### src/rtl/core/csseg_pkg.sv
// Shared constants, command and register codes for the colour sphere segmenter.
// Holds the controller-to-datapath command and status structures.
// No dependencies.
package csseg_pkg;

  localparam int COORD_BITS = 12;
  localparam int FRAC_BITS  = 8;
  localparam int CHAN_W     = 8;
  localparam int CNT_W      = 24;
  localparam int SUM_W      = CNT_W + CHAN_W;
  localparam int MEAN_W     = CHAN_W + FRAC_BITS;
  localparam int NUM_W      = SUM_W + FRAC_BITS;
  localparam int PROD_W     = 2 * MEAN_W;
  localparam int DIST_W     = PROD_W + 2;
  localparam int BIT_CNT_W  = $clog2(MEAN_W);
  localparam int NUM_CH     = 3;
  localparam int CH_W       = 2;
  localparam int CMD_W      = 2;
  localparam int CFG_IDX_W  = 2;
  localparam int CFG_W      = COORD_BITS;

  localparam logic [CNT_W-1:0]  COUNT_MAX = {CNT_W{1'b1}};
  localparam logic [CHAN_W-1:0] MASK_ON   = 8'd255;
  localparam logic [CHAN_W-1:0] MASK_OFF  = 8'd0;

  localparam logic [CMD_W-1:0] CMD_LEARN    = 2'd0;
  localparam logic [CMD_W-1:0] CMD_CLASSIFY = 2'd1;
  localparam logic [CMD_W-1:0] CMD_CLEAR    = 2'd2;

  localparam logic [CFG_IDX_W-1:0] REG_CORNER_A_X = 2'd0;
  localparam logic [CFG_IDX_W-1:0] REG_CORNER_A_Y = 2'd1;
  localparam logic [CFG_IDX_W-1:0] REG_CORNER_B_X = 2'd2;
  localparam logic [CFG_IDX_W-1:0] REG_CORNER_B_Y = 2'd3;

  typedef struct packed {
    logic            learn_en;
    logic            clear_en;
    logic            pix_load;
    logic            div_load;
    logic            div_step;
    logic            div_store;
    logic [CH_W-1:0] ch;
    logic            sq_load;
    logic            src_max;
    logic            acc_first;
    logic            acc_add;
    logic            rad_load;
    logic            out_load;
  } dp_cmd_t;

  typedef struct packed {
    logic stats_ready;
    logic count_zero;
    logic out_free;
  } dp_status_t;

endpackage

### src/rtl/core/csseg_dp.sv
// Datapath of the colour sphere segmenter: corner registers, learn accumulators,
// shared restoring divider, shared squaring unit and the output register.
// Depends on csseg_pkg.
module csseg_dp import csseg_pkg::*; (
  input  logic                  clk,
  input  logic                  rst,
  input  logic                  cfg_we,
  input  logic [CFG_IDX_W-1:0]  cfg_index,
  input  logic [CFG_W-1:0]      cfg_data,
  input  logic [COORD_BITS-1:0] pixel_col,
  input  logic [COORD_BITS-1:0] pixel_row,
  input  logic [CHAN_W-1:0]     chan_first,
  input  logic [CHAN_W-1:0]     chan_second,
  input  logic [CHAN_W-1:0]     chan_third,
  input  dp_cmd_t               ctl,
  output dp_status_t            sts,
  input  logic                  out_stall,
  output logic                  out_valid,
  output logic [CHAN_W-1:0]     mask_value,
  output logic                  region_empty
);

  logic [COORD_BITS-1:0] corner_a_x, corner_a_y, corner_b_x, corner_b_y;
  logic [COORD_BITS-1:0] x_lo, x_hi, y_lo, y_hi;
  logic                  in_rect, learn_take;

  logic [CNT_W-1:0]  sample_count;
  logic [SUM_W-1:0]  channel_sums   [NUM_CH];
  logic [CHAN_W-1:0] channel_maxima [NUM_CH];
  logic [MEAN_W-1:0] mean_colour    [NUM_CH];
  logic [DIST_W-1:0] radius_squared;
  logic              stats_ready;
  logic [CHAN_W-1:0] pix_in [NUM_CH];
  logic [CHAN_W-1:0] pix    [NUM_CH];

  logic [NUM_W-1:0]  num;
  logic [CNT_W-1:0]  rem;
  logic [MEAN_W-1:0] low;
  logic [MEAN_W-1:0] quot;
  logic [CNT_W:0]    trial;
  logic              trial_ge;

  logic [CHAN_W-1:0] sq_val;
  logic [MEAN_W-1:0] scaled, diff;
  logic [PROD_W-1:0] prod;
  logic [DIST_W-1:0] acc;

  always_ff @(posedge clk) begin
    if (rst) begin
      corner_a_x <= '0;
      corner_a_y <= '0;
      corner_b_x <= '0;
      corner_b_y <= '0;
    end else if (cfg_we) begin
      case (cfg_index)
        REG_CORNER_A_X: corner_a_x <= cfg_data;
        REG_CORNER_A_Y: corner_a_y <= cfg_data;
        REG_CORNER_B_X: corner_b_x <= cfg_data;
        REG_CORNER_B_Y: corner_b_y <= cfg_data;
        default: ;
      endcase
    end
  end

  // The rectangle includes its lower edges and excludes its upper edges.
  assign x_lo = (corner_a_x < corner_b_x) ? corner_a_x : corner_b_x;
  assign x_hi = (corner_a_x < corner_b_x) ? corner_b_x : corner_a_x;
  assign y_lo = (corner_a_y < corner_b_y) ? corner_a_y : corner_b_y;
  assign y_hi = (corner_a_y < corner_b_y) ? corner_b_y : corner_a_y;
  assign in_rect = (pixel_col >= x_lo) && (pixel_col < x_hi) &&
                   (pixel_row >= y_lo) && (pixel_row < y_hi);
  assign learn_take = ctl.learn_en && in_rect && (sample_count != COUNT_MAX);

  assign pix_in[0] = chan_first;
  assign pix_in[1] = chan_second;
  assign pix_in[2] = chan_third;

  always_ff @(posedge clk) begin
    if (rst || ctl.clear_en) begin
      sample_count   <= '0;
      radius_squared <= '0;
      stats_ready    <= 1'b0;
      for (int c = 0; c < NUM_CH; c++) begin
        channel_sums[c]   <= '0;
        channel_maxima[c] <= '0;
        mean_colour[c]    <= '0;
      end
    end else begin
      if (learn_take) begin
        sample_count <= sample_count + CNT_W'(1);
        stats_ready  <= 1'b0;
        for (int c = 0; c < NUM_CH; c++) begin
          channel_sums[c] <= channel_sums[c] + SUM_W'(pix_in[c]);
          if (pix_in[c] > channel_maxima[c]) begin
            channel_maxima[c] <= pix_in[c];
          end
        end
      end
      if (ctl.div_store) begin
        mean_colour[ctl.ch] <= quot;
      end
      if (ctl.rad_load) begin
        radius_squared <= acc;
        stats_ready    <= 1'b1;
      end
    end
  end

  always_ff @(posedge clk) begin
    if (ctl.pix_load) begin
      for (int c = 0; c < NUM_CH; c++) begin
        pix[c] <= pix_in[c];
      end
    end
  end

  // Rounded mean: (sum * 2^FRAC_BITS + count/2) / count, one quotient bit a cycle.
  // The quotient fits MEAN_W bits, so the top part of the numerator starts
  // below the divisor and serves as the first partial remainder.
  assign num      = {channel_sums[ctl.ch], {FRAC_BITS{1'b0}}} + NUM_W'(sample_count >> 1);
  assign trial    = {rem, low[MEAN_W-1]};
  assign trial_ge = trial >= {1'b0, sample_count};

  always_ff @(posedge clk) begin
    if (ctl.div_load) begin
      rem <= num[NUM_W-1:MEAN_W];
      low <= num[MEAN_W-1:0];
    end else if (ctl.div_step) begin
      rem  <= trial_ge ? CNT_W'(trial - {1'b0, sample_count}) : trial[CNT_W-1:0];
      low  <= {low[MEAN_W-2:0], 1'b0};
      quot <= {quot[MEAN_W-2:0], trial_ge};
    end
  end

  // One channel is squared per cycle; each product is added to the sum in the next cycle.
  assign sq_val = ctl.src_max ? channel_maxima[ctl.ch] : pix[ctl.ch];
  assign scaled = {sq_val, {FRAC_BITS{1'b0}}};
  assign diff   = (scaled >= mean_colour[ctl.ch]) ? scaled - mean_colour[ctl.ch]
                                                  : mean_colour[ctl.ch] - scaled;

  always_ff @(posedge clk) begin
    if (ctl.sq_load) begin
      prod <= PROD_W'(diff) * PROD_W'(diff);
    end
    if (ctl.acc_first) begin
      acc <= DIST_W'(prod);
    end else if (ctl.acc_add) begin
      acc <= acc + DIST_W'(prod);
    end
  end

  always_ff @(posedge clk) begin
    if (rst) begin
      out_valid <= 1'b0;
    end else if (ctl.out_load) begin
      out_valid <= 1'b1;
    end else if (out_valid && !out_stall) begin
      out_valid <= 1'b0;
    end
  end

  always_ff @(posedge clk) begin
    if (ctl.out_load) begin
      region_empty <= (sample_count == '0);
      mask_value   <= ((sample_count != '0) && (acc <= radius_squared)) ? MASK_ON : MASK_OFF;
    end
  end

  assign sts.stats_ready = stats_ready;
  assign sts.count_zero  = (sample_count == '0);
  assign sts.out_free    = !out_valid || !out_stall;

endmodule

### src/rtl/core/csseg_ctrl.sv
// Controller of the colour sphere segmenter: input handshake and the sequence
// of divider, squaring and result steps issued to the datapath.
// Depends on csseg_pkg.
module csseg_ctrl import csseg_pkg::*; (
  input  logic             clk,
  input  logic             rst,
  input  logic             in_valid,
  output logic             in_stall,
  input  logic [CMD_W-1:0] cmd,
  input  dp_status_t       sts,
  output dp_cmd_t          ctl
);

  typedef enum logic [2:0] {
    ST_IDLE,
    ST_DLOAD,
    ST_DSTEP,
    ST_DSTORE,
    ST_SQ,
    ST_RSTORE,
    ST_RESULT
  } state_t;

  state_t               state;
  logic [CH_W-1:0]      ch;
  logic [BIT_CNT_W-1:0] bit_cnt;
  logic [1:0]           step;
  logic                 for_radius;
  logic                 accept;

  assign in_stall = (state != ST_IDLE);
  assign accept   = in_valid && !in_stall;

  always_ff @(posedge clk) begin
    if (rst) begin
      state      <= ST_IDLE;
      ch         <= '0;
      bit_cnt    <= '0;
      step       <= '0;
      for_radius <= 1'b0;
    end else begin
      case (state)
        ST_IDLE: begin
          if (accept && (cmd == CMD_CLASSIFY)) begin
            ch   <= '0;
            step <= '0;
            if (sts.count_zero) begin
              state <= ST_RESULT;
            end else if (!sts.stats_ready) begin
              for_radius <= 1'b1;
              state      <= ST_DLOAD;
            end else begin
              for_radius <= 1'b0;
              state      <= ST_SQ;
            end
          end
        end
        ST_DLOAD: begin
          bit_cnt <= '0;
          state   <= ST_DSTEP;
        end
        ST_DSTEP: begin
          if (bit_cnt == BIT_CNT_W'(MEAN_W - 1)) begin
            state <= ST_DSTORE;
          end else begin
            bit_cnt <= bit_cnt + BIT_CNT_W'(1);
          end
        end
        ST_DSTORE: begin
          if (ch == CH_W'(NUM_CH - 1)) begin
            ch    <= '0;
            step  <= '0;
            state <= ST_SQ;
          end else begin
            ch    <= ch + CH_W'(1);
            state <= ST_DLOAD;
          end
        end
        ST_SQ: begin
          if (step == 2'd3) begin
            step  <= '0;
            state <= for_radius ? ST_RSTORE : ST_RESULT;
          end else begin
            step <= step + 2'd1;
          end
        end
        ST_RSTORE: begin
          for_radius <= 1'b0;
          state      <= ST_SQ;
        end
        ST_RESULT: begin
          if (sts.out_free) begin
            state <= ST_IDLE;
          end
        end
        default: state <= ST_IDLE;
      endcase
    end
  end

  always_comb begin
    ctl.learn_en  = accept && (cmd == CMD_LEARN);
    ctl.clear_en  = accept && (cmd == CMD_CLEAR);
    ctl.pix_load  = accept && (cmd == CMD_CLASSIFY);
    ctl.div_load  = (state == ST_DLOAD);
    ctl.div_step  = (state == ST_DSTEP);
    ctl.div_store = (state == ST_DSTORE);
    ctl.ch        = (state == ST_SQ) ? step : ch;
    ctl.sq_load   = (state == ST_SQ) && (step != 2'd3);
    ctl.src_max   = for_radius;
    ctl.acc_first = (state == ST_SQ) && (step == 2'd1);
    ctl.acc_add   = (state == ST_SQ) && ((step == 2'd2) || (step == 2'd3));
    ctl.rad_load  = (state == ST_RSTORE);
    ctl.out_load  = (state == ST_RESULT) && sts.out_free;
  end

`ifndef SYNTH
  a_radius_marks_ready: assert property (@(posedge clk) disable iff (rst)
    ctl.rad_load |=> sts.stats_ready)
    else $error("radius stored without statistics becoming ready");

  a_divide_full_length: assert property (@(posedge clk) disable iff (rst)
    (state == ST_DSTORE) |-> (bit_cnt == BIT_CNT_W'(MEAN_W - 1)))
    else $error("quotient stored before all bits were produced");

  a_radius_needs_samples: assert property (@(posedge clk) disable iff (rst)
    ((state == ST_SQ) && for_radius) |-> !sts.count_zero)
    else $error("radius computed for an empty region");

  a_single_command: assert property (@(posedge clk) disable iff (rst)
    $onehot0({ctl.learn_en, ctl.clear_en, ctl.pix_load, ctl.div_load,
              ctl.div_step, ctl.div_store, ctl.rad_load, ctl.out_load}))
    else $error("conflicting datapath commands");
`endif

endmodule

### src/rtl/core/color_sphere_segmenter.sv
// Colour sphere segmenter, top level. Learn and clear words do not stall the input.
// A classify word with current statistics runs the squaring steps, then waits in the
// result state until the output is free; the input stalls until it is back in idle.
// After learning, the first classify word first computes each 8.8 channel mean
// with the shared one-bit-per-cycle divider and the radius with the squaring unit.
// Synchronous active-high reset clears the corners, all statistics and out_valid.
module color_sphere_segmenter import csseg_pkg::*; (
  input  logic                  clk,
  input  logic                  rst,
  input  logic                  cfg_we,
  input  logic [CFG_IDX_W-1:0]  cfg_index,
  input  logic [CFG_W-1:0]      cfg_data,
  input  logic                  in_valid,
  output logic                  in_stall,
  input  logic [CMD_W-1:0]      cmd,
  input  logic [COORD_BITS-1:0] pixel_col,
  input  logic [COORD_BITS-1:0] pixel_row,
  input  logic [CHAN_W-1:0]     chan_first,
  input  logic [CHAN_W-1:0]     chan_second,
  input  logic [CHAN_W-1:0]     chan_third,
  output logic                  out_valid,
  input  logic                  out_stall,
  output logic [CHAN_W-1:0]     mask_value,
  output logic                  region_empty
);

  dp_cmd_t    ctl;
  dp_status_t sts;

  csseg_ctrl u_ctrl (
    .clk      (clk),
    .rst      (rst),
    .in_valid (in_valid),
    .in_stall (in_stall),
    .cmd      (cmd),
    .sts      (sts),
    .ctl      (ctl)
  );

  csseg_dp u_dp (
    .clk          (clk),
    .rst          (rst),
    .cfg_we       (cfg_we),
    .cfg_index    (cfg_index),
    .cfg_data     (cfg_data),
    .pixel_col    (pixel_col),
    .pixel_row    (pixel_row),
    .chan_first   (chan_first),
    .chan_second  (chan_second),
    .chan_third   (chan_third),
    .ctl          (ctl),
    .sts          (sts),
    .out_stall    (out_stall),
    .out_valid    (out_valid),
    .mask_value   (mask_value),
    .region_empty (region_empty)
  );

endmodule
### config.mk
export PLATFORM = sky130hd
export DESIGN_NAME = color_sphere_segmenter
export DESIGN_NICKNAME = d
export VERILOG_FILES = /design/src/rtl/core/csseg_pkg.sv /design/src/rtl/core/csseg_dp.sv /design/src/rtl/core/csseg_ctrl.sv /design/src/rtl/core/color_sphere_segmenter.sv
export SDC_FILE = /design/constraint.sdc
export NUM_CORES = 2
export LEC_CHECK = 0
export BUFFER_PORTS_ARGS = -buffer_cell sky130_fd_sc_hd__buf_2
export CAP_MARGIN = 15
export CORE_MARGIN = 5
export CORE_UTILIZATION = 50
export DETAILED_ROUTE_END_ITERATION = 12
export PLACE_DENSITY = 0.74
export RECOVER_POWER = 25
export SLEW_MARGIN = 20
export SYNTH_ARGS = -nofsm -noshare
export SYNTH_HDL_FRONTEND = slang
export SYNTH_SLANG_ARGS = --single-unit
### constraint.sdc
create_clock -name clk -period 16.65 [get_ports clk]
set_input_delay 3.33 -clock clk [delete_from_list [all_inputs] [get_ports clk]]
set_output_delay 3.33 -clock clk [all_outputs]
set_load 0.01 [all_outputs]
### After elaboration in Yosys (flattened, before gate mapping)

Memories as Yosys holds them, arrays and structs flattened.
Cells that the tools add are included.

| storage, ports and cells | value |
|---|---|
| word-level logic and storage cells | 198 |
| latch bits | 0 |
| output and inout port bits | 11 |
| input port bits | 69 |
| memories kept | 4 |
| flip-flop bits (word level) | 251 |
| memory bits (read-only) | 0 |
| RAM bits | 192 |

Memories:

| memory | words | width | read ports | clocked after Yosys merged registers in | wr ports | line | source |
|---|---|---|---|---|---|---|---|
| u_dp.channel_sums | 3 | 32 | 4 | 0 | 3 | csseg_dp.sv:28 | `logic [SUM_W-1:0] channel_sums [NUM_CH];` |
| u_dp.mean_colour | 3 | 16 | 1 | 0 | 3 | csseg_dp.sv:30 | `logic [MEAN_W-1:0] mean_colour [NUM_CH];` |
| u_dp.channel_maxima | 3 | 8 | 4 | 0 | 3 | csseg_dp.sv:29 | `logic [CHAN_W-1:0] channel_maxima [NUM_CH];` |
| u_dp.pix | 3 | 8 | 1 | 0 | 3 | csseg_dp.sv:34 | `logic [CHAN_W-1:0] pix [NUM_CH];` |

| cells by class | value |
|---|---|
| add/subtract/negate cells | 12 |
| bitwise operators | 7 |
| reduce and logical (&&, ||, !) cells | 45 |
| div/mod/pow operators | 0 |
| muxes and demuxes | 71 |
| eq/ne operators | 25 |
| shift-type cells | 0 |
| $lt $le $gt $ge | 12 |
| $mul | 1 |

Operator list:

| cell | number |
|---|---|
| $mux W32 | 5 |
| $add A32 B8 Y32 | 3 |
| $mux W24 | 3 |
| $mux W16 | 4 |
| $lt A12 B12 Y1 | 4 |
| $mux W12 | 4 |
| $add A40 B23 Y40 | 1 |
| $mux W8 | 5 |
| $add A34 B32 Y34 | 1 |
| $le A34 B34 Y1 | 1 |
| $mul A16 B16 Y32 | 1 |
| $sub A16 B16 Y16 | 2 |
| $mux W1 | 30 |
| $ge A25 B24 Y1 | 1 |
| $add A24 B1 Y24 const B | 1 |
| $ge A12 B12 Y1 | 2 |
| $gt A8 B8 Y1 | 3 |
| $logic_not A24 Y1 | 1 |
| $ne A24 B24 Y1 const B | 1 |
| $reduce_bool A24 Y1 | 1 |
| $sub A24 B24 Y24 | 1 |
| $mux W3 | 7 |
| $pmux W3 S7 | 1 |
| $ge A16 B16 Y1 | 1 |
| 29 further kinds | 89 |

### Depth between registers and ports, before layout

| depth | value |
|---|---|
| depth in word-level cells | 12 |
| depth in mapped cells | 49 |
| depth with buffers taken out | 40 |

### Modules after synthesis

A second synthesis with hierarchy kept.

| second synthesis, totals | value |
|---|---|
| cells, all modules | 3697 |
| area, all modules | 35462.8 sq um |

By module, submodules not included:

| module | times used | area an instance (sq um) | cells an instance | seq. area each (sq um) |
|---|---|---|---|---|
| csseg_dp | 1 | 34576.9 | 3580 | 12081.6 |
| csseg_ctrl | 1 | 885.8 | 117 | 240.2 |

### Worst setup path after synthesis

OpenSTA, ideal clock, no wires.

| path | value |
|---|---|
| path type | flip-flop to flip-flop |
| start | register u_ctrl.state[0] |
| end | register u_dp.prod[31], data pin |
| data required time | 16.389 ns |
| period minus slack after synthesis | 10.869 ns |
| library setup time | 0.261 ns |
| arrival | 10.608 ns |
| stages on the path, launching flop included | 41 |
| path slack | 5.781 ns |
| path buffers | 8 |
| cells stage by stage | dfxtp_1 -> buf_4 -> nor3b_4 -> mux2i_1 -> clkbuf_1 -> clkbuf_1 -> buf_2 -> clkbuf_1 -> clkbuf_1 -> nand3_1 -> nand2_1 -> ha_1 -> clkbuf_1 -> nand4_1 -> inv_1 -> and2_1 -> o211ai_1 -> o211ai_2 -> (+5 left out) -> inv_1 -> fa_1 -> fa_1 -> fa_1 -> fa_1 -> inv_1 -> fa_1 -> inv_1 -> ha_1 -> a21o_1 -> a21o_1 -> a21o_1 -> a221oi_1 -> o21ai_0 -> a211oi_1 -> o41ai_1 -> or4_1 -> o311a_1 |

| between the ends | value |
|---|---|
| word-level cells in the longest chain between the ends | 7 |
| elaborated cells on any way between the ends | 11 |
| those cells by class | 2 x add/sub; 1 x mul; 1 x order compare; 1 x eq/ne; 3 x mux; 3 x memory |

RTL lines:

| item | line | source |
|---|---|---|
| from (decl) | csseg_ctrl.sv:24 | `state_t state;` |
| from (signal assigned) | csseg_ctrl.sv:82 | `state <= for_radius ? ST_RSTORE : ST_RESULT;` |
| $eq A3 B3 Y1 * | csseg_ctrl.sv:108 | `ctl.ch = (state == ST_SQ) ? step : ch;` |
| $mux W2 * | csseg_ctrl.sv:108 |  |
| $mem_v2 Z3 W8 (on tied branches) | - |  |
| $mux W8 | csseg_dp.sv:136 | `assign sq_val = ctl.src_max ? channel_maxima[ctl.ch] : pix[ctl.ch];` |
| $sub A16 B16 Y16, or another cell as far along | csseg_dp.sv:139 | `: mean_colour[ctl.ch] - scaled;` |
| $mux W16 * | csseg_dp.sv:138 | `assign diff = (scaled >= mean_colour[ctl.ch]) ? scaled - mean_colour[ctl.ch]` |
| $mul A16 B16 Y32 * | csseg_dp.sv:143 | `prod <= PROD_W'(diff) * PROD_W'(diff);` |
| to (signal assigned) | csseg_dp.sv:143 |  |
| to (decl) | csseg_dp.sv:45 | `logic [PROD_W-1:0] prod;` |

Mark *: on every way between the ends. The rest lies on a longest branch, timed or not.
A chain may end at the register's enable or synchronous reset.

### Final worst setup path

| path | value |
|---|---|
| start | register u_ctrl.state[2] |
| end | register u_dp.prod[31], data pin |

The elaborated chain is that of the path after synthesis.

==> flow_summary.ini <==
[placement]
dp_hpwl_um = 65430
gp_congestion = 0.9040
place.port_buffers = 79

[grt]
antenna_found_initial = 0
grt_pass1_wl_um = 143300
grt_pass1_vias = 27580
grt_overflow = 0
grt_usage_pct = 22.26
grt_max_degree = 74

[die]
die_area_um2 = 78050
core_area_um2 = 71730
die_h_um = 279.4
die_w_um = 279.4
start_util_pct = 50.58
core.rowCount = 98
io_pins = 80

[synth]
synth_nets = 4495
synth.distinct_cells = 98
synth_edf_count = 329
syn_area_um2 = 36280
async_flop_share_pct = 0
synth_fa_ha_area_share_pct = 21.18
synth_compound_gate_area_share_pct = 12.11
syn_area_per_cell_um2 = 9.270
synth_xor_area_share_pct = 5.042
synthSimpleGateAreaFrac_pct = 17.10
synth_cells = 3914
synth_warnings = 0
synth-main-ff-cell = edfxtp_1
synth_seq_area_share_pct = 33.96
synth_seq_cells = 451
synth_top_family_by_area = adder cells
synth.area.mux_share_pct = 4.259

[setup_path]
critPathMostFrequentCell = inv_1
cp_slowest_stage_delay_ns = 1.58
path_max_fanout = 50
start_kind = flop
critical_path_class = flop to flop
worstPathArrival_ns = 14.04
timing.rr.start = u_ctrl.state[2]
critical_path_required_ns = 16.99
r2r-end = u_dp.prod[31]
cpMaxStageDelayCell = clkbuf_1
endpoint_kind = flop
ff2ff_path_depth = 38
ff2ff_setup_slack_ns = 2.96

[sta]
fin_setup_tns_ns = 0
max_freq_ghz = 0.07303
maxSlewHeadroom_pct = -69.80
drv_slew = 277
setup_viol = 0
tightest_slew_ns = 2.547
period_needed_ns = 13.69
rsz0062_at_grt = no
hold_viol = 0
fin_crit_sh_pct = 82.24
skew_ns = 0.02204

[cts]
cts_buffer_depth = 3
clk_pin_slew_worst_paths_ns = 0.06
numCtsBuffers = 52
cts_setup_buffers = 0
cts_max_level = 2
cts_tree = built
root_buffer = clkbuf_16
clkLatencyLatePin_ns = 0.61
cts_hold_buf = 0
cts.sinks = 451
cts_resized = 0

[routing]
first_pass_iters = 6
vias = 28120
wirelength_um = 88850
drc = 0
via_per_inst = 5.702
drtAntennaViolNets = 0
wl_per_cell_um = 18.02
drt_iter0_drc = 2406

[final_layout]
diodes = 0
final_cell_mix = 450 x nand2_1, 429 x inv_1, 380 x nor2_1
drive_above_1_share_pct = 6.230
area_growth_syn_to_layout_pct = 8.304
final_common_cell = nand2_1
nets = 4519

[job]
maxCapViolCount = 7

[worst_hold_path]
holdPathStages = 2
hold_class = flop to flop
worstHoldStart = u_dp.radius_squared[10]
min_to = u_dp.radius_squared[10]

[run_status]
status = finished, violations left
violations = capacitance limit, slew limit
[through the flow]
stage	cells	hold slack, ns	area (µm²)	setup WS [ns]	util [%]
floorplan	3914	0.4363	36280	5.781	-
global placement	4834	0.4413	37660	4.838	52.50
detailed placement	4834	0.4463	37660	4.504	52.50
CTS	4931	0.4547	39350	4.487	54.86
global route	4931	0.4719	39300	1.975	54.78
finish	4931	0.4537	39300	2.957	54.78
[registers in the layout, summed over array words and instances (netlist names), 16 cells and up]
| register | flops |
|---|---|
| u_dp.quot | 16 |
| u_dp.acc | 34 |
| u_dp.prod | 31 |
| u_dp.channel_maxima | 24 |
| u_dp.radius_squared | 34 |
| u_dp.sample_count | 24 |
| u_dp.rem | 24 |
| u_dp.pix | 24 |
| u_dp.low | 16 |
| u_dp.mean_colour | 64 |
| u_dp.channel_sums | 96 |
[worst max-delay path by stage]
stage,from,end,slack (ns),cells past startpoint
floorplan,u_ctrl.state[0],u_dp.prod[31],5.78,40
global placement,u_ctrl.step[0],u_dp.prod[31],4.84,39
detailed placement,u_ctrl.step[0],u_dp.prod[31],4.50,39
CTS,u_ctrl.step[0],u_dp.prod[31],4.49,39
global route,u_ctrl.state[2],u_dp.prod[31],1.97,37
finish,u_ctrl.state[2],u_dp.prod[31],2.96,38
[cell usage after synthesis (10+ instances only)]
library cell | count | share of area (%)
xnor2_1 | 140 | 3.4
a21o_1 | 106 | 2.2
nor4b_1 | 14 | 0.34
clkbuf_1 | 110 | 1.1
dfxtp_1 | 122 | 6.7
nand4_1 | 47 | 0.81
nor2_1 | 381 | 3.9
nand3_1 | 77 | 1.1
buf_4 | 13 | 0.27
edfxtp_1 | 329 | 27
o21ai_0 | 107 | 1.5
o21bai_1 | 16 | 0.33
or3_1 | 14 | 0.24
o21a_1 | 26 | 0.54
mux2i_1 | 141 | 3.9
fa_1 | 169 | 9.3
nor2b_1 | 33 | 0.57
and2_1 | 65 | 1.1
inv_1 | 429 | 4.4
xor2_1 | 67 | 1.6
buf_1 | 15 | 0.16
a21oi_1 | 234 | 3.2
nor3b_1 | 29 | 0.60
o31ai_1 | 26 | 0.54
and3_1 | 29 | 0.50
ha_1 | 343 | 12
a31oi_1 | 40 | 0.69
buf_2 | 15 | 0.21
and4_1 | 10 | 0.24
o311ai_0 | 11 | 0.27
nor3_1 | 59 | 0.81
or4_1 | 15 | 0.31
nand2_1 | 452 | 4.7
a211oi_1 | 24 | 0.50
a21boi_0 | 10 | 0.21
nand2b_1 | 24 | 0.41
nor4_1 | 31 | 0.53
[metal layers]
metal,track usage (%),up-vias,share of wire [%]
met2,36.62,922,46
met4,5.804,0,2.3
li1,-,13570,-
met3,3.284,147,7.0
met1,31.16,13480,45
met5,0,-,0
[kinds of logic (layout without fill, tap and decap cells)]
group,Yosys count,in the layout
AOI/OAI and AO/OA,684,684
xor gates and xnor gates,208,208
adders and majority gates,513,513
buffers and inverters,592,659
DFF,451,451
muxes,150,150
and+or+nand+nor,1316,1316
[worst max-delay path, delay by kind of cell (launching register included)]
family                   cells  cell delay [ns]
adder cells (fa/ha/maj)      8             3.65
AO/OA/AOI/OAI               10             2.51
flip-flops                   1             0.60
XOR/XNOR                     1             0.65
buffers and inverters        9             3.00
AND/OR/NAND/NOR              9             2.65
multiplexers                 1             0.36
[area by class of cell]
cell class	count	area, µm²
clock buffer	71	1468
timing repair buffer	125	695.7
inverter	437	1640
tap	950	1189
sequential	451	12320
fill	6368	32430
clock inverter	26	225.2
multi-input combinational	2871	21760
Power is not shown: default switching activity piles up to over one toggle a cycle in this logic, so the estimate is an artifact.
